`src/rtl/core/lgmp_pkg.sv`:
```
package lgmp_pkg;

    localparam int WORD_BITS = 32;
    localparam int FRAC_BITS = 16;
    localparam int MUL_W = WORD_BITS + 1;
    localparam int PROD_W = 2 * MUL_W;
    localparam int SQ_W = 46;
    localparam int ROOT_W = SQ_W / 2;
    localparam int QUO_W = 28;

    localparam int OFS_W = 27;
    localparam int VEL_W = 24;
    localparam int OUT_W = 31;
    localparam int CFG_IDX_W = 4;
    localparam int CFG_DATA_W = 23;

    localparam logic signed [WORD_BITS:0] SMAX_X = $signed({2'b00, {(WORD_BITS-1){1'b1}}});
    localparam logic signed [WORD_BITS:0] SMIN_X = $signed({2'b11, {(WORD_BITS-1){1'b0}}});

    localparam int RAMP_START = 50;
    localparam int RAMP_CAP_K = 275;
    localparam int RAMP_BASE = 25;
    localparam int DIV_STEP = 50;
    localparam int DIV_RAMP = 500;
    localparam logic [MUL_W-1:0] RECIP_STEP = 33'd2748779069;
    localparam int RECIP_STEP_SH = 37;
    localparam logic [MUL_W-1:0] RECIP_RAMP = 33'd2199023255;
    localparam int RECIP_RAMP_SH = 40;

    localparam logic [CFG_IDX_W-1:0] REG_STEP_COUNT = 4'd0;
    localparam logic [CFG_IDX_W-1:0] REG_MAX_ACCEL = 4'd1;
    localparam logic [CFG_IDX_W-1:0] REG_STEER_FORCED = 4'd2;
    localparam logic [CFG_IDX_W-1:0] REG_LEAK_ACCEL = 4'd3;
    localparam logic [CFG_IDX_W-1:0] REG_DECEL_TARGET = 4'd4;
    localparam logic [CFG_IDX_W-1:0] REG_VELOCITY_GAIN = 4'd5;
    localparam logic [CFG_IDX_W-1:0] REG_SPEED_CAP = 4'd6;
    localparam logic [CFG_IDX_W-1:0] REG_LEAD_TIME = 4'd7;

    typedef logic signed [WORD_BITS-1:0] word_t;

    function automatic word_t sat_w(input logic signed [WORD_BITS:0] x);
        word_t r;
        if (x > SMAX_X)
        begin
            r = SMAX_X[WORD_BITS-1:0];
        end
        else if (x < SMIN_X)
        begin
            r = SMIN_X[WORD_BITS-1:0];
        end
        else
        begin
            r = x[WORD_BITS-1:0];
        end
        return r;
    endfunction

    function automatic logic signed [WORD_BITS:0] ext_w(input word_t x);
        return $signed({x[WORD_BITS-1], x});
    endfunction

    function automatic word_t neg_sat(input word_t x);
        return sat_w(-ext_w(x));
    endfunction

    function automatic word_t abs_sat(input word_t x);
        return x[WORD_BITS-1] ? neg_sat(x) : x;
    endfunction

    function automatic logic [MUL_W-1:0] mag_w(input word_t x);
        logic signed [WORD_BITS:0] n;
        n = -ext_w(x);
        return x[WORD_BITS-1] ? n : {1'b0, x};
    endfunction

    // Finishes a fixed-point product: drop the fraction bits, saturate, apply sign.
    function automatic word_t qmul_fin(input logic [PROD_W-1:0] prod, input logic neg);
        logic [PROD_W-FRAC_BITS-1:0] r;
        logic [MUL_W-1:0] m;
        logic [MUL_W-1:0] nm;
        word_t res;
        r = prod[PROD_W-1:FRAC_BITS];
        if (neg)
        begin
            m = (r > (PROD_W-FRAC_BITS)'(SMAX_X) + 1) ? MUL_W'(SMAX_X) + 1'b1 : r[MUL_W-1:0];
            nm = -m;
            res = nm[WORD_BITS-1:0];
        end
        else
        begin
            res = (r > (PROD_W-FRAC_BITS)'(SMAX_X)) ? SMAX_X[WORD_BITS-1:0]
                                                    : r[WORD_BITS-1:0];
        end
        return res;
    endfunction

endpackage

```
`src/rtl/core/lgmp_mul.sv`:
```
module lgmp_mul (
    input  logic                             clk,
    input  logic [lgmp_pkg::MUL_W-1:0]       a,
    input  logic [lgmp_pkg::MUL_W-1:0]       b,
    output logic [lgmp_pkg::PROD_W-1:0]      prod
);

    logic [lgmp_pkg::PROD_W-1:0] prod_reg;

    always_ff @(posedge clk)
    begin
        prod_reg <= a * b;
    end

    assign prod = prod_reg;

endmodule

```
`config.mk`:
```
export PLATFORM = sky130hd
export DESIGN_NAME = lgmp_mul
export DESIGN_NICKNAME = d
export VERILOG_FILES = /design/src/rtl/core/lgmp_pkg.sv /design/src/rtl/core/lgmp_mul.sv
export SDC_FILE = /design/constraint.sdc
export NUM_CORES = 2
export LEC_CHECK = 0
export CORE_UTILIZATION = 40
export CTS_BUF_LIST = sky130_fd_sc_hd__clkbuf_4 sky130_fd_sc_hd__clkbuf_8 sky130_fd_sc_hd__clkbuf_16
export CTS_CLUSTER_SIZE = 30
export DETAILED_ROUTE_END_ITERATION = 8
export DONT_BUFFER_PORTS = 1
export GPL_TIMING_DRIVEN = 0
export HOLD_SLACK_MARGIN = 0.06
export SKIP_LAST_GASP = 1
export SLEW_MARGIN = 40
export SYNTH_ARGS = -nofsm -noshare
export SYNTH_HDL_FRONTEND = slang
export SYNTH_SLANG_ARGS = --single-unit
export TNS_END_PERCENT = 20
```
`constraint.sdc`:
```
create_clock -name clk -period 9.8 [get_ports clk]
set_clock_uncertainty 0.15 [all_clocks]
set_input_delay 2.94 -clock clk [delete_from_list [all_inputs] [get_ports clk]]
set_output_delay 2.94 -clock clk [all_outputs]
set_load 0.1 [all_outputs]
```
# Yosys cells after proc, flatten, opt, wreduce, memory -nomap -nowiden
# Cells that the tools add are included.
dict set report op_classes {
  mul 1
}
# cell count
set op_table {}
lappend op_table {{$mul A33 B33 Y66} 1}
dict set report word_totals {
  register_bits 66
  input_bits 67
  output_inout_bits 66
}

# Longest topological paths before layout
dict set report logic_depth {
  ltp_word 1
  mapped_depth 30
  ltp_nobuf 28
}

# Least setup slack after synthesis
# OpenSTA, ideal clock, no wires.
dict set report synth_timing {
  path_kind {input to register}
  start {in b[0] (netlist name)}
  end {reg prod_reg (netlist bit prod[58])}
  t_arrival_ns 9.972
  required_ns 9.578
  path_slack_ns -0.394
  stages 28
  path_buffers 2
  cell_sequence {clkbuf_1 -> and2_1 -> fa_1 -> inv_1 -> fa_1 -> inv_1 -> fa_1 -> inv_1 -> fa_1 -> inv_1 -> fa_1 -> fa_1 -> fa_1 -> inv_1 -> fa_1 -> inv_1 -> ha_1 -> buf_2 -> nand2_1 -> or4_1 -> or3_1 -> o22ai_1 -> o211a_1 -> o21ai_2 -> nand3b_4 -> o31a_1 -> o21ai_2 -> xor2_1}
}
dict set report synth_between {
  elab_chain_cells 1
}
# item line
set synth_rtl {}
lappend synth_rtl {{from (decl)} lgmp_mul.sv:4} ;# input logic [lgmp_pkg::MUL_W-1:0] b,
lappend synth_rtl {{$mul A33 B33 Y66} lgmp_mul.sv:12} ;# prod_reg <= a * b;
lappend synth_rtl {{to (signal assigned)} lgmp_mul.sv:12}
lappend synth_rtl {{to (decl)} lgmp_mul.sv:8} ;# logic [lgmp_pkg::PROD_W-1:0] prod_reg;
# Every way passes these cells.

# Worst setup path after layout
dict set report layout_timing {
  start {in a[22] (netlist name)}
  end {reg prod_reg (netlist bit prod[58])}
}
dict set report layout_between {
  elab_chain_cells 1
}
# item line
set layout_rtl {}
lappend layout_rtl {{from (decl)} lgmp_mul.sv:3} ;# input logic [lgmp_pkg::MUL_W-1:0] a,
lappend layout_rtl {{$mul A33 B33 Y66} lgmp_mul.sv:12}
# Every way passes these cells.

==> run summary <==
Slew @ Worst Pin - 0.750 ns
synthesized netlist cell count - 4048
Nets - 5393
Die W - 305 µm
initial antenna violation count - 24
fraction of layout cells with a size suffix above 1 - 0.106
CP Capture Point - prod[58]$_DFF_P_
PnR worst setup slack - -0.447 ns
Hold Crit Class - in -> reg
failing checks - negative setup slack
EDFF count, synth - 0
average wire per standard cell - 25.5 µm
Total GRT Usage - 0.298
dominant synthesized flop cell - dfxtp_1
vias per cell - 5.30
Mapped Nets - 5338
initial DRC count - 2271
io pins - 133
Row Count - 110
flops & latches, synth - 66
CP startpoint - a[22]
WS Path Type - in -> reg
Max clock buf depth - 2
most common cell after layout, fill and taps aside - inv_1
vias in the first global route - 30100
post-synthesis cell area - 36600 µm²
Post-Route WL - 135000 µm
largest net degree at the start of global routing - 13
die footprint - 92700 µm²
IO Port Bufs - 0
GRT overflow - 0
fmax - 97.6 MHz
max_slew headroom - 0.500
Worst setup EP type - flip-flop
final setup fails - 22
CTS tree - yes
# H-tree levels - 3
met2 Track Usage GR - 0.463
grt met1 use - 0.373
Avg Cell Area, Syn - 9.04 µm²
outcome - finished, violations left
Async S/R FF share, synth - 0
DRC violations left - 0
CP Data Required Time - 9.93 ns
core area - 90300 µm²
Post-CTS Hold Buffers - 0
clk sinks - 66
cts bufs inserted - 9
library cells used by synthesis - 57
sequential-to-total area share from yosys stat - 0.0361
final hold vios - 0
post-layout util - 0.446
Startpoint Class - primary input
MaxCap Viol Count - 0
RSZ-0062 raised after global routing - yes
Area growth syn-to-layout - 10.0%
starting density of the core - 0.405
routed via count - 28100
CTS clk-pin slew, worst paths - 0.07 ns
grt peak-use layer - met2
Final HPWL DP - 112000 µm
most frequent cells in the layout - inv_1, fa_1, nand2_1
yosys synthesis warning count - 0
gp weighted congestion - 0.995
global-route wire length before repair - 198000 µm
1st-pass router iterations - 6
Slew Viols, Final - 0
Max FO, Critical Path - 10
die height - 305 µm
WHS Path Cells - 1
Arr. time, crit path - 10.38 ns
fin crit share - 1.05
met3 GRT Util - 0.0782
CTS Root Buffer Type - clkbuf_16
max reg flops - 66
min cycle time layout - 10.25 ns
Antenna Violating Nets Remaining - 0
[cells in the mapped netlist (2+ instances only)]
cell type  count  area [µm²]
o31a_1         2        17.5
o31ai_1        3        22.5
o21ai_1       23         115
nand4_1       16         100
o41ai_1        2        17.5
fa_1         958       19200
nor4_1         2        12.5
buf_2          2        10.0
or3_1          2        12.5
a21oi_1       73         365
clkbuf_1     209         785
xor2_1        24         210
nand2_1      567        2130
a211o_1        2        17.5
o21bai_1       8        60.1
and2_1       574        3590
o21a_1         7        52.6
a21o_1        31         233
ha_1         265        3320
a21boi_1       3        22.5
o21ai_0       15        75.1
nand2b_1       2        12.5
dfxtp_1       66        1320
nand3_1       10        50.1
and4_1         4        35.0
a221oi_1       2        17.5
xnor2_1       41         359
and3_1         7        43.8
nor3_1         4        20.0
a31o_1         2        17.5
nor2_1        33         124
a211oi_1       5        37.5
o21ai_2        2        17.5
inv_1       1048        3930
a31oi_1        6        37.5
o211ai_1       2        15.0
nor2b_1        6        37.5
[routing by layer]
metal,up-vias,share of wire
met4,10,0.074
met5,-,0.00047
met2,1503,0.45
met1,14500,0.37
met3,403,0.11
li1,11700,-
[worst min path at each step]
stage / from / end / slack [ns]
final: b[0] / prod[0]$_DFF_P_ / 2.55
after global routing: b[0] / prod[0]$_DFF_P_ / 2.55
after CTS: b[0] / prod[0]$_DFF_P_ / 2.53
after detailed placement: b[0] / prod[0]$_DFF_P_ / 2.92
after global placement: b[0] / prod[0]$_DFF_P_ / 2.92
after floorplan: b[0] / prod[0]$_DFF_P_ / 2.92
[stage by stage]
stage	hold slack [ns]	setup TNS [ns]	worst slack [ns]	instance area [µm²]	instances
after detailed placement	2.92	-50.03	-2.05	38400	5224
final	2.55	-4.88	-0.447	40300	5300
after floorplan	2.92	-0.264	-0.139	36800	4048
after CTS	2.53	-3.29	-0.456	39900	5257
after global routing	2.55	-9.54	-0.590	40200	5286
after global placement	2.92	-49.41	-2.04	38300	5224
[final cells by class]
class	instances	area, µm²
Buffer	210	1690
Multi-Input combinational cell	2722	31000
Tap cell	1176	1470
Clock inverter	7	93.8
Inverter	1049	3940
Clock buffer	9	225
Timing Repair Buffer	45	394
Sequential cell	66	1400
Antenna cell	16	40.0
Fill cell	8969	50000
[worst max-delay path, cell delays in order]
cell	delay (ns)
clkbuf_16	0.15
and2_4	0.14
fa_1	0.54
inv_2	0.04
fa_1	0.54
inv_2	0.04
fa_1	0.51
inv_2	0.05
fa_1	0.49
inv_2	0.04
fa_1	0.58
fa_2	0.44
fa_1	0.57
inv_2	0.05
fa_1	0.51
inv_2	0.05
ha_4	0.28
nand2_4	0.05
or4_4	0.54
or3_4	0.40
o22ai_4	0.26
o211a_1	0.24
o21ai_2	0.10
nand3b_4	0.18
o31a_1	0.30
o21ai_2	0.14
xor2_1	0.19
[timing repair]
action | CTS | global route
pin swaps | 48 | 48
gates resized for setup | 335 | 93
hold endpoints to repair | 0 | 0
setup buffers | 18 | 26
gates cloned | 0 | 1
endpoints found under the setup margin | 41 | 32
[logic make-up (layout without fill, tap and decap cells)]
logic type | Yosys count | after routing | share of synthesized area
AND/OR/NAND/NOR | 1233 | 1233 | 0.170
adder cells (fa/ha/maj) | 1223 | 1223 | 0.615
buffers and inverters | 1260 | 1320 | 0.129
AO/OA/AOI/OAI | 201 | 201 | 0.0345
other | 0 | 16 | 0
XOR/XNOR | 65 | 65 | 0.0156
flip-flops | 66 | 66 | 0.0361
Power is not shown: default switching activity piles up to over one toggle a cycle in this logic, so the estimate is an artifact.
