===== config.mk =====
export PLATFORM = sky130hd
export DESIGN_NAME = lgmp_sqrt
export DESIGN_NICKNAME = d
export VERILOG_FILES = /design/src/rtl/core/lgmp_pkg.sv /design/src/rtl/core/lgmp_sqrt.sv
export SDC_FILE = /design/constraint.sdc
export NUM_CORES = 1
export LEC_CHECK = 0
export BUFFER_PORTS_ARGS = -buffer_cell sky130_fd_sc_hd__buf_2
export CAP_MARGIN = 10
export CELL_PAD_IN_SITES_DETAIL_PLACEMENT = 0
export CELL_PAD_IN_SITES_GLOBAL_PLACEMENT = 2
export CORE_UTILIZATION = 38
export CTS_BUF_LIST = sky130_fd_sc_hd__clkbuf_2
export DETAILED_ROUTE_END_ITERATION = 10
export PLACE_DENSITY_LB_ADDON = 0.1
export SYNTH_ARGS = -nofsm -noshare
export SYNTH_HDL_FRONTEND = slang
export SYNTH_SLANG_ARGS = --single-unit

===== constraint.sdc =====
create_clock -name clk -period 11.5 [get_ports clk]
set_clock_uncertainty 0.05 [all_clocks]
set_input_delay 1.15 -clock clk [delete_from_list [all_inputs] [get_ports clk]]
set_output_delay 1.15 -clock clk [all_outputs]
set_load 0.03 [all_outputs]

===== src/rtl/core/lgmp_pkg.sv =====
package lgmp_pkg;

    localparam int WORD_BITS = 32;
    localparam int FRAC_BITS = 16;
    localparam int MUL_W = WORD_BITS + 1;
    localparam int PROD_W = 2 * MUL_W;
    localparam int SQ_W = 46;
    localparam int ROOT_W = SQ_W / 2;
    localparam int QUO_W = 28;

    localparam int OFS_W = 27;
    localparam int VEL_W = 24;
    localparam int OUT_W = 31;
    localparam int CFG_IDX_W = 4;
    localparam int CFG_DATA_W = 23;

    localparam logic signed [WORD_BITS:0] SMAX_X = $signed({2'b00, {(WORD_BITS-1){1'b1}}});
    localparam logic signed [WORD_BITS:0] SMIN_X = $signed({2'b11, {(WORD_BITS-1){1'b0}}});

    localparam int RAMP_START = 50;
    localparam int RAMP_CAP_K = 275;
    localparam int RAMP_BASE = 25;
    localparam int DIV_STEP = 50;
    localparam int DIV_RAMP = 500;
    localparam logic [MUL_W-1:0] RECIP_STEP = 33'd2748779069;
    localparam int RECIP_STEP_SH = 37;
    localparam logic [MUL_W-1:0] RECIP_RAMP = 33'd2199023255;
    localparam int RECIP_RAMP_SH = 40;

    localparam logic [CFG_IDX_W-1:0] REG_STEP_COUNT = 4'd0;
    localparam logic [CFG_IDX_W-1:0] REG_MAX_ACCEL = 4'd1;
    localparam logic [CFG_IDX_W-1:0] REG_STEER_FORCED = 4'd2;
    localparam logic [CFG_IDX_W-1:0] REG_LEAK_ACCEL = 4'd3;
    localparam logic [CFG_IDX_W-1:0] REG_DECEL_TARGET = 4'd4;
    localparam logic [CFG_IDX_W-1:0] REG_VELOCITY_GAIN = 4'd5;
    localparam logic [CFG_IDX_W-1:0] REG_SPEED_CAP = 4'd6;
    localparam logic [CFG_IDX_W-1:0] REG_LEAD_TIME = 4'd7;

    typedef logic signed [WORD_BITS-1:0] word_t;

    function automatic word_t sat_w(input logic signed [WORD_BITS:0] x);
        word_t r;
        if (x > SMAX_X)
        begin
            r = SMAX_X[WORD_BITS-1:0];
        end
        else if (x < SMIN_X)
        begin
            r = SMIN_X[WORD_BITS-1:0];
        end
        else
        begin
            r = x[WORD_BITS-1:0];
        end
        return r;
    endfunction

    function automatic logic signed [WORD_BITS:0] ext_w(input word_t x);
        return $signed({x[WORD_BITS-1], x});
    endfunction

    function automatic word_t neg_sat(input word_t x);
        return sat_w(-ext_w(x));
    endfunction

    function automatic word_t abs_sat(input word_t x);
        return x[WORD_BITS-1] ? neg_sat(x) : x;
    endfunction

    function automatic logic [MUL_W-1:0] mag_w(input word_t x);
        logic signed [WORD_BITS:0] n;
        n = -ext_w(x);
        return x[WORD_BITS-1] ? n : {1'b0, x};
    endfunction

    // Finishes a fixed-point product: drop the fraction bits, saturate, apply sign.
    function automatic word_t qmul_fin(input logic [PROD_W-1:0] prod, input logic neg);
        logic [PROD_W-FRAC_BITS-1:0] r;
        logic [MUL_W-1:0] m;
        logic [MUL_W-1:0] nm;
        word_t res;
        r = prod[PROD_W-1:FRAC_BITS];
        if (neg)
        begin
            m = (r > (PROD_W-FRAC_BITS)'(SMAX_X) + 1) ? MUL_W'(SMAX_X) + 1'b1 : r[MUL_W-1:0];
            nm = -m;
            res = nm[WORD_BITS-1:0];
        end
        else
        begin
            res = (r > (PROD_W-FRAC_BITS)'(SMAX_X)) ? SMAX_X[WORD_BITS-1:0]
                                                    : r[WORD_BITS-1:0];
        end
        return res;
    endfunction

endpackage


===== src/rtl/core/lgmp_sqrt.sv =====
module lgmp_sqrt (
    input  logic                             clk,
    input  logic                             rst_n,
    input  logic                             start,
    input  logic [lgmp_pkg::SQ_W-1:0]        operand,
    output logic                             done,
    output logic [lgmp_pkg::ROOT_W-1:0]      root
);

    logic [lgmp_pkg::SQ_W-1:0] x_reg, x_next;
    logic [lgmp_pkg::SQ_W-1:0] res_reg, res_next;
    logic [lgmp_pkg::SQ_W-1:0] bit_reg, bit_next;
    logic busy_reg, busy_next;
    logic done_reg, done_next;
    logic [lgmp_pkg::SQ_W:0] trial;

    always_comb
    begin
        x_next = x_reg;
        res_next = res_reg;
        bit_next = bit_reg;
        busy_next = busy_reg;
        done_next = 1'b0;
        trial = {1'b0, res_reg} + {1'b0, bit_reg};
        if (start)
        begin
            x_next = operand;
            res_next = '0;
            bit_next = lgmp_pkg::SQ_W'(1) << (lgmp_pkg::SQ_W - 2);
            busy_next = 1'b1;
        end
        else if (busy_reg)
        begin
            if ({1'b0, x_reg} >= trial)
            begin
                x_next = x_reg - trial[lgmp_pkg::SQ_W-1:0];
                res_next = (res_reg >> 1) + bit_reg;
            end
            else
            begin
                res_next = res_reg >> 1;
            end
            bit_next = bit_reg >> 2;
            if (bit_reg[0])
            begin
                busy_next = 1'b0;
                done_next = 1'b1;
            end
        end
    end

    always_ff @(posedge clk or negedge rst_n)
    begin
        if (!rst_n)
        begin
            busy_reg <= 1'b0;
            done_reg <= 1'b0;
        end
        else
        begin
            busy_reg <= busy_next;
            done_reg <= done_next;
        end
    end

    always_ff @(posedge clk)
    begin
        x_reg <= x_next;
        res_reg <= res_next;
        bit_reg <= bit_next;
    end

    assign done = done_reg;
    assign root = res_reg[lgmp_pkg::ROOT_W-1:0];

endmodule


Yosys cells after proc, flatten, opt, wreduce, memory -nomap -nowiden
Cells that the tools add are included.
- add/sub/neg operators: 3
- multiply operators: 0
- divide/modulo/power cells: 0
- $lt $le $gt $ge: 1
- equality and inequality tests: 0
- shift-type cells: 0
- muxes and demuxes: 10
- bitwise gates (word level): 0
- reductions and logical operators: 3
- operators by type and width (cell ; number):
    two-way mux 46 bit ; 4
    adder 46 x 45 -> 47 bit ; 1
    greater-or-equal comparator 46 x 47 -> 1 bit ; 1
    adder 45 x 45 -> 46 bit ; 1
    subtractor 46 bit ; 1
    two-way mux 1 bit ; 6
    nonzero test 2 bit ; 2
    AND reduction 2 bit ; 1
- flip-flop bits (word level): 117
- latch bits: 0
- bits in writable memories: 0
- bits in read-only memories: 0
- input bits: 49
- output and inout bits: 24
- logic and storage cells: 22
- memories: 0

Depth between registers and ports, before layout
Gate-level depths: netlist (run 1).
- word-level depth: 5
- gate-level depth with buffers: 24
- mapped depth without buffers: 21

Worst setup path after synthesis (run 1)
OpenSTA, ideal clock, no wires.
- path kind: flip-flop to flip-flop
- start point: reg res_reg[2] (netlist name)
- end point: reg x_reg[0] (netlist name), enable pin
- library setup time: 0.513 ns
- arrival: 7.937 ns
- required time: 10.937 ns
- setup slack: 3.000 ns
- cell stages (with the launch flop): 21
- path buffers: 2
- clock period less this slack: 8.500 ns
- cell sequence: dfxtp_1 > ha_1 > a31oi_1 > a211o_1 > o21ai_0 > a41o_1 > a2111oi_0 > nor3_1 > or2_2 > xnor2_1 > ha_1 > nand3_1 > or3_1 > or2_1 > o311ai_1 > a221oi_1 > o21ai_2 > nand2_2 > buf_4 > buf_6 > o21ai_0
- cells in the longest elaborated chain, start to end: 4
- RTL lines (what ; RTL line ; source):
    from (decl) ; lgmp_sqrt.sv:11 ; logic [lgmp_pkg::SQ_W-1:0] res_reg, res_next;
    from (signal assigned) ; lgmp_sqrt.sv:69 ; res_reg <= res_next;
    adder 46 x 45 -> 47 bit ; lgmp_sqrt.sv:24 ; trial = {1'b0, res_reg} + {1'b0, bit_reg};
    greater-or-equal comparator 46 x 47 -> 1 bit ; lgmp_sqrt.sv:34 ; if ({1'b0, x_reg} >= trial)
    nonzero test 2 bit (no line) ; - ;
    AND reduction 2 bit (no line) ; - ;
    to (signal assigned) ; lgmp_sqrt.sv:68 ; x_reg <= x_next;
    to (decl) ; lgmp_sqrt.sv:10 ; logic [lgmp_pkg::SQ_W-1:0] x_reg, x_next;
No other way between the ends.
A chain may end at the register's enable or synchronous reset.

Final worst setup path (run 1)
- start point: reg res_reg[2] (netlist name)
- end point: reg x_reg[45] (netlist name), enable pin
The elaborated chain is that of the path after synthesis.

==> results.ini, run 1 <==
[floorplan]
initial_utilization_pct = 38.8
top_level_ports = 73
die-area_um2 = 28200
die_h_um = 168
fp-row-count = 60
coreArea_um2 = 27000
die_x_um = 168

[detailed_routing]
avgRoutedWirePerCell_um = 19.2
wl_met1_mm = 15.1
wl_met3_um = 973
drtPass1Iterations = 5
wirelength_mm = 32.2
drc_errors = 0
detail-route-antenna-nets = 0
highest_layer = met4
wl_met2_mm = 15.7
num_vias = 9673
first_iter_violations = 653
viasPerCell = 5.76

[critical_path]
cp_max_fo = 46
path_delay_family = compound AO/OA/AOI/OAI gates
worstPathRequired_ns = 11.80
max_stage_delay_ns = 0.65
startpoint = res_reg[2]
cp_cell_sequence = ha_1, a31oi_1, a211o_1, o21ai_0, a41o_1, a2111oi_0, nor3_1, or2_2, xnor2_1, ha_1, nand3_1, or3_1, or2_1, o311ai_1, a221oi_1, o21ai_2, buf_4, nand2_2, o21ai_4, buf_4
r2r-start = res_reg[2]
start_kind = flop
worstSetupPathType = flop to flop
path_buf_inv = 2
crit_arrival_ns = 6.97
critPathCaptureType = flop
critPathSlowestCell = a2111oi_0

[synthesis]
synthMuxAreaShare_pct = 3.33
syn_area_um2 = 10500
synthAdderAreaFrac_pct = 11.4
seq_area_frac_synth_pct = 26.9
synth_ff_type = dfxtp_1
mappedNetlistNets = 1451
synth.distinct_cells = 71
synth_compound_area_share_pct = 26.6
yosys_warnings = 0
syn_area_per_cell_um2 = 8.00
synth_edf_count = 46
synth_top_family_by_area = compound AO/OA/AOI/OAI gates
ys_seq_elements = 117
yosys.area_share.xor_xnor_pct = 8.04
synth_cells = 1307
synthSimpleGateAreaFrac_pct = 18.3
async_flop_share_pct = 1.71

[final_layout]
fillers = 2822
nets = 1467
fin_util_pct = 41.3
layout.cells.most_common_list = 150 x nand2_1, 123 x nor2_1, 113 x o21ai_0, 94 x ha_1, 86 x a21oi_1
layout_commonest_cell = nand2_1
drive_gt1_share_pct = 10.6
synthToLayoutAreaGrowth_pct = 6.46
final_cell_area_um2 = 11100

[pwr]
worst_ir_drop_vdd_v = 0.0000919
power_uw = 2650
p_per_area_nw_per_um2 = 238
power.static_leakage_uw = 0.00449

[placed_design]
place_hpwl_mm = 23.9
io_buffers = 72
place_area_um2 = 10900
place.gp.congestion = 0.892

[sta]
period_minus_slack_ns = 6.66
finalSetupViolations = 0
slew_violations = 0
rsz0062_at_grt = false
fin_setup_tns_ns = 0
hold_viol = 0
whs_ns = 0.467
fmax_mhz = 150
worstMarginPinSlew_ns = 0.864
post-route-period-util_pct = 57.9
max_slew_margin_pct = 42.0

[status]
status = finished clean

[global_route]
track_usage_pct = 23.3
grt_overflow_total = 0
grt_pass1_vias = 9187
grt_pass1_wl_mm = 51.7
antenna_found_initial = 1
grt_max_degree = 68

[clock_tree]
cts_resized = 0
clk_pin_slew_worst_paths_ns = 0.24
clock-sinks = 117
cts_buffers = 17
cts_tree = built
clk_latency_ns = 0.73
clk_path_buf_depth = 2
cts_root_buf = clkbuf_2
cts_setup_buffers = 0
htree_levels = 4
holdBufCountCts = 0

[min_path]
min-delay-start = res_reg[0]
hold_class = flop to flop

[run]
max_cap_viol_count = 0

-- synthesized netlist by cell type (all sizes together) (26+ instances only) --
cell type | instances | area [µm²]
nand2 | 152 | 576
nor2 | 123 | 462
o21ai | 115 | 579
ha | 94 | 1180
a21oi | 88 | 448
dfxtp | 69 | 1380
xor2 | 49 | 429
clkbuf | 48 | 180
xnor2 | 47 | 412
edfxtp | 46 | 1380
buf | 37 | 269
a31oi | 34 | 213
nand3 | 32 | 160
a211oi | 30 | 225
inv | 28 | 105
mux2i | 28 | 280
nor3 | 26 | 130
-- worst min-delay path, delay by kind of cell (launching register included) --
kind | cells | cell delay [ns]
AO/OA/AOI/OAI | 1 | 0.05
flip-flops | 1 | 0.38
AND/OR/NAND/NOR | 1 | 0.08
-- layout make-up --
| type | instances | area (µm²) | area share (%) |
|---|---|---|---|
| diodes | 1 | 2.50 | 0.0225 |
| clock buffers | 18 | 90.1 | 0.809 |
| clock inverters | 14 | 150 | 1.35 |
| inverters | 29 | 109 | 0.978 |
| multi-input cells | 1076 | 7100 | 63.8 |
| flip-flops and latches | 117 | 2820 | 25.3 |
| well taps | 341 | 427 | 3.83 |
| repair buffers | 82 | 440 | 3.96 |
-- routing by layer --
layer | vias up | GRT usage [%]
met5 | - | 0
met4 | 0 | 5.03
met3 | 25 | 3.03
met2 | 196 | 40.9
met1 | 4580 | 30.2
li1 | 4872 | -
-- report_power, final --
| group | switching [µW] | leakage (µW) | internal [µW] |
|---|---|---|---|
| Sequential | 91.7 | 0.00106 | 592 |
| Combinational | 1030 | 0.00328 | 637 |
| Clock | 197 | 0.000151 | 104 |
-- cells by family after synthesis --
logic type | Yosys count
AND/OR/NAND/NOR | 423
buffers and inverters | 114
multiplexers | 34
AO/OA/AOI/OAI | 428
adder cells (fa/ha/maj) | 95
flip-flops | 117
XOR/XNOR | 96
-- worst paths after layout --
path                               to  slack (ns)  cells past startpoint
setup / recovery            x_reg[45]        4.84                     20
max in group asynchronous    busy_reg       10.67                      2
hold reg to reg            res_reg[0]        0.47                      2
min in group asynchronous    busy_reg        0.63                      2
hold / removal             res_reg[0]        0.47                      2
setup reg to reg            x_reg[45]        4.84                     20
-- metrics by stage --
step	setup WS, ns	cells
floorplan	3.00	1307
CTS	4.80	1676
global placement	5.01	1644
global route	4.31	1678
detailed placement	4.88	1644
finish	4.84	1678
(Power assumes the default switching activity.)
==> inputs of run 2 (changes only) <==
--- a/config.mk
+++ b/config.mk
@@ -9,7 +9,7 @@
 export CAP_MARGIN = 10
 export CELL_PAD_IN_SITES_DETAIL_PLACEMENT = 0
 export CELL_PAD_IN_SITES_GLOBAL_PLACEMENT = 2
-export CORE_UTILIZATION = 38
+export CORE_UTILIZATION = 35
 export CTS_BUF_LIST = sky130_fd_sc_hd__clkbuf_2
 export DETAILED_ROUTE_END_ITERATION = 10
 export PLACE_DENSITY_LB_ADDON = 0.1
==> constraint.sdc (replaced) <==
create_clock -name clk -period 6.1 [get_ports clk]
set_clock_uncertainty 0.05 [all_clocks]
set_input_delay 0.61 -clock clk [delete_from_list [all_inputs] [get_ports clk]]
set_output_delay 0.61 -clock clk [all_outputs]
set_load 0.03 [all_outputs]
==> run 2 against run 1 <==
Compared with the run above: flip-flop and latch count is the same; final cell count rose by 5.7%; die area is 8.5% higher; routed wire length up 5.4%; maximum frequency grew 18%; worst setup slack got worse by 4.4 ns; count of clock-buffer cells in the layout down 1; core utilization is 0.94 points lower; worst hold slack lost 0.36 ns; critical endpoint is now res_reg[0]; non-clock buffer count up 52; global-route usage shrank 0.69 points; largest cell class unchanged.
==> results.ini, run 2 (synthesis gave the netlist of run 1 again) <==
[status]
status = finished clean

[floorplan]
top_level_ports = 73
die_x_um = 175
die-area_um2 = 30600
coreArea_um2 = 29000
initial_utilization_pct = 36.0
fp-row-count = 62
die_h_um = 175

[final_layout]
synthToLayoutAreaGrowth_pct = 12.0
layout_commonest_cell = nand2_1
layout.cells.most_common_list = 150 x nand2_1, 123 x nor2_1, 111 x o21ai_0, 94 x ha_1, 86 x a21oi_1
fillers = 3097
final_cells = 1773
nets = 1519
drive_gt1_share_pct = 12.8

[min_path]
hold_class = input port to flop
holdPathStages = 3
min-delay-start = operand[7]
min_delay_worst_endpoint = x_reg[7]

[critical_path]
crit_arrival_ns = 6.20
reg2reg_depth = 22
cp_cell_sequence = ha_1, nand2_1, or4_4, a221o_1, a21oi_2, a21oi_2, o21ai_0, nor2b_1, o21ai_0, xor2_1, ha_1, a21oi_1, o21ai_0, o31ai_1, o311ai_1, a221oi_1, o21ai_2, nand2_2, buf_12, buf_4, nand2_1, a311oi_1
critPathCaptureType = flop
path_buf_inv = 2
cp.depth = 22
crit_top_cell = o21ai_0
critPathSlowestCell = or4_4
worstSetupPathType = flop to flop
ff2ff_setup_slack_ns = 0.47
path_delay_family = compound AO/OA/AOI/OAI gates
worstReg2RegEnd = res_reg[0]
r2r-start = res_reg[22]
worstPathRequired_ns = 6.68
cp_max_fo = 27
max_stage_delay_ns = 0.53
start_kind = flop

[clock_tree]
cts_root_buf = clkbuf_2
clock-sinks = 117
clk_path_buf_depth = 2
cts_setup_buffers = 0
cts_buffers = 17
cts_tree = built
clk_latency_ns = 0.72
htree_levels = 4
clk_pin_slew_worst_paths_ns = 0.21

[placed_design]
place_hpwl_mm = 25.7
place_inst = 1722
place.gp.congestion = 0.849
io_buffers = 72
place_ws_ns = 0.408

[sta]
worstMarginPinSlew_ns = 0.977
hold_viol = 0
finalSetupViolations = 0
post-route-period-util_pct = 92.2
fin_setup_tns_ns = 0
rsz0062_at_grt = false
max_slew_margin_pct = 34.0
period_minus_slack_ns = 5.63
slew_violations = 0
fmax_mhz = 178
layout_setup_ws_ns = 0.475

[pwr]
p_per_area_nw_per_um2 = 448
worst_ir_drop_vdd_v = 0.000223
power.static_leakage_uw = 0.00477

[detailed_routing]
drtPass1Iterations = 5
drc_errors = 0
viasPerCell = 5.56
num_vias = 9864
detail-route-antenna-nets = 0
avgRoutedWirePerCell_um = 19.1
wirelength_mm = 33.9
first_iter_violations = 601

[global_route]
grt_pass1_vias = 9737
grt_max_degree = 65
grt_pass1_wl_mm = 53.8
grt_overflow_total = 0
antenna_found_initial = 1
track_usage_pct = 22.6

[run]
max_cap_viol_count = 0

## run 2: cell types whose count changed in the layout (fill, tap and decap cells not counted), sizes merged
cell / delta
clkbuf: -1
clkinv: +3
buf: +35
bufinv: +2
dlygate4sd3: +17
inv: -4
## run 2: area by class of cell
class | count | area (µm²) | area share (%)
Sequential cell | 117 | 2820 | 24.0
Tap cell | 384 | 480 | 4.10
Inverter | 29 | 109 | 0.929
Timing Repair Buffer | 134 | 923 | 7.88
Clock inverter | 15 | 185 | 1.58
Clock buffer | 17 | 85.1 | 0.726
Multi-Input combinational cell | 1076 | 7110 | 60.7
Antenna cell | 1 | 2.50 | 0.0214
## run 2: layer usage
metal	up-vias	GRT usage [%]	part of all wire [%]
met5	-	0	0
met2	171	40.0	49
met1	4679	27.8	45
met4	0	7.46	2.7
met3	45	3.29	2.7
li1	4969	-	-
## run 2: stage by stage
stage	power, µW	util [%]	area (µm²)	hold slack (ns)
detailed placement	4630	38.8	11200	0.350
global route	5730	40.4	11700	0.00250
CTS	5270	39.7	11500	0.00766
floorplan	3680	-	10500	0.264
finish	5250	40.4	11700	0.110
global placement	4650	38.8	11200	0.348
## run 2: power by group
part           internal, µW  switching (µW)
registers              1110             148
logic                  1370            2010
clock network           266             345
## run 2: worst max path at each step
| stage | from | end | slack [ns] |
|---|---|---|---|
| after floorplan | res_reg[2] | x_reg[0] | 0.19 |
| after global placement | res_reg[6] | res_reg[5] | 0.47 |
| after detailed placement | bit_reg[0] | res_reg[31] | 0.41 |
| after CTS | res_reg[6] | res_reg[0] | 0.32 |
| after global routing | res_reg[6] | res_reg[37] | 0.006 |
| final | res_reg[22] | res_reg[0] | 0.47 |
## run 2: timing repair
item,CTS,global route
setup endpoints to repair,0,37
hold buffers,1,17
hold endpoints to repair,2,18
gates resized for setup,0,5
## run 2: worst min-delay path, stage by stage
cell	delay (ns)
buf_2	0.07
nand2_1	0.04
o21ai_0	0.06
==> inputs of run 3 (changes only) <==
--- a/config.mk
+++ b/config.mk
@@ -13,6 +13,7 @@
 export CTS_BUF_LIST = sky130_fd_sc_hd__clkbuf_2
 export DETAILED_ROUTE_END_ITERATION = 10
 export PLACE_DENSITY_LB_ADDON = 0.1
+export RECOVER_POWER = 50
 export SYNTH_ARGS = -nofsm -noshare
 export SYNTH_HDL_FRONTEND = slang
 export SYNTH_SLANG_ARGS = --single-unit
==> run 3 against run 2 <==
Compared with the run above: the flow now finishes with violations (max-capacitance violations, max-slew violations); first-iteration DRC count is the same; sequential power is essentially flat; largest cell class unchanged; critical endpoint unchanged; largest power group unchanged; combinational power is essentially flat; final cell count is the same; worst setup slack lost 0.0076 ns; critical path type unchanged.
==> results.ini, run 3 (synthesis gave the netlist of run 1 again) <==
[status]
status = finished, violations left
violations = max-capacitance violations, max-slew violations

[detailed_routing]
viasPerCell = 5.59
drtPass1Iterations = 5
num_vias = 9910
first_iter_violations = 601
drc_errors = 0
wirelength_mm = 33.9
avgRoutedWirePerCell_um = 19.1
detail-route-antenna-nets = 0

[sta]
period_minus_slack_ns = 5.63
fmax_mhz = 178
slew_violations = 102
hold_viol = 0
finalSetupViolations = 0
fin_setup_tns_ns = 0
max_slew_margin_pct = -85.8
post-route-period-util_pct = 92.3
worstMarginPinSlew_ns = 2.79
rsz0062_at_grt = false

[critical_path]
crit_arrival_ns = 6.20
cp_cell_sequence = ha_1, nand2_1, or4_4, a221o_1, a21oi_2, a21oi_2, o21ai_0, nor2b_1, o21ai_0, xor2_1, ha_1, a21oi_1, o21ai_0, o31ai_1, o311ai_1, a221oi_1, o21ai_2, nand2_2, buf_12, buf_4, nand2_1, a311oi_1
worstSetupPathType = flop to flop
start_kind = flop
reg2reg_depth = 22
critPathCaptureType = flop
critPathSlowestCell = or4_4
cp_max_fo = 27
crit_top_cell = o21ai_0
worstPathRequired_ns = 6.67
max_stage_delay_ns = 0.53

[placed_design]
place_hpwl_mm = 25.7
place.gp.congestion = 0.849
place_inst = 1722
io_buffers = 72

[floorplan]
fp-row-count = 62
die-area_um2 = 30600
coreArea_um2 = 29000
die_h_um = 175
initial_utilization_pct = 36.0
die_x_um = 175
top_level_ports = 73

[final_layout]
drive_gt1_share_pct = 10.4
final_cells = 1773
nets = 1519
layout.cells.most_common_list = 150 x nand2_1, 123 x nor2_1, 111 x o21ai_0, 94 x ha_1, 86 x a21oi_1
layout_commonest_cell = nand2_1
synthToLayoutAreaGrowth_pct = 11.4

[pwr]
power.static_leakage_uw = 0.00464
power_switching_uw = 2500
clock_power_share_pct = 11.7
worst_ir_drop_vdd_v = 0.000223
p_sw_share_pct = 47.7
combinationalPowerShare_pct = 64.2
p_int_uw = 2730
power_uw = 5230
power_frac_seq_pct = 24.1
p_per_area_nw_per_um2 = 448

[run]
max_cap_viol_count = 2

[clock_tree]
clk_pin_slew_worst_paths_ns = 0.21
clk_latency_ns = 0.72
htree_levels = 4
cts_tree = built
clock-sinks = 117
cts_buffers = 17
cts_setup_buffers = 0
clk_path_buf_depth = 2
cts_root_buf = clkbuf_2

[global_route]
busiest_layer = met2
antenna_found_initial = 1
met2_usage_pct = 40.0
use_met3_pct = 3.29
grt_pass1_wl_mm = 53.8
grt_pass1_vias = 9737
track_usage_pct = 22.6
grt_overflow_total = 0
grt_max_degree = 65
gr-usage-met1_pct = 27.8

[min_path]
holdPathStages = 3
hold_class = input port to flop

## run 3: cell types whose count changed in the layout (fill, tap and decap cells not counted)
cell,delta
clkbuf_1,+31
buf_2,-24
buf_4,-7
dfrtp_4,-1
dfrtp_1,+1
and2_0,+1
and2_1,-1
## run 3: power groups by stage
stage               registers [µW]  clock network [µW]  logic (µW)
floorplan                     1230                   0        2450
global placement              1280                   0        3370
detailed placement            1280                   0        3350
CTS                           1270                 634        3370
global route                  1290                 670        3750
finish                        1260                 609        3360
## run 3: path summary, 6_finish.rpt
path                             startpoint  slack [ns]         end
worst max-delay path            res_reg[22]        0.47  res_reg[0]
worst min-delay path             operand[7]        0.11    x_reg[7]
worst max register to register  res_reg[22]        0.47  res_reg[0]
worst min register to register   res_reg[0]        0.47  res_reg[0]
max in group asynchronous             rst_n        5.23    busy_reg
min in group asynchronous             rst_n        0.65        done
## run 3: final cells by class
cell class,count,area (µm²)
Fill cell,3108,17400
Sequential cell,117,2810
Timing Repair Buffer,134,867
Multi-Input combinational cell,1076,7110
Tap cell,384,480
Antenna cell,1,2.50
Clock buffer,17,85.1
Clock inverter,15,185
Inverter,29,109
## run 3: stage by stage
| stage | instance area (µm²) | util (%) | hold slack (ns) | worst slack [ns] |
|---|---|---|---|---|
| global placement | 11200 | 38.8 | 0.348 | 0.466 |
| finish | 11700 | 40.2 | 0.113 | 0.467 |
| detailed placement | 11200 | 38.8 | 0.350 | 0.408 |
| CTS | 11500 | 39.7 | 0.00766 | 0.320 |
| floorplan | 10500 | - | 0.264 | 0.188 |
| global route | 11700 | 40.2 | 0.00250 | 0.00414 |
## run 3: per-layer routing
layer	up-vias	part of all wire, %
li1	4969	-
met1	4716	45
met2	182	50
met3	43	2.8
met4	0	2.6
met5	-	0
## run 3: timing repair
item / CTS / global route
hold buffers: 1 / 17
setup endpoints to repair: 0 / 37
resized for setup: 0 / 5
hold endpoints to repair: 2 / 18
## run 3: worst max-delay path, delay by kind of cell (launching register included)
kind	cells	cell delay, ns
flip-flops	1	0.43
adder cells (fa/ha/maj)	2	0.81
XOR/XNOR	1	0.18
buffers and inverters	2	0.35
AND/OR/NAND/NOR	5	1.10
AO/OA/AOI/OAI	12	2.60
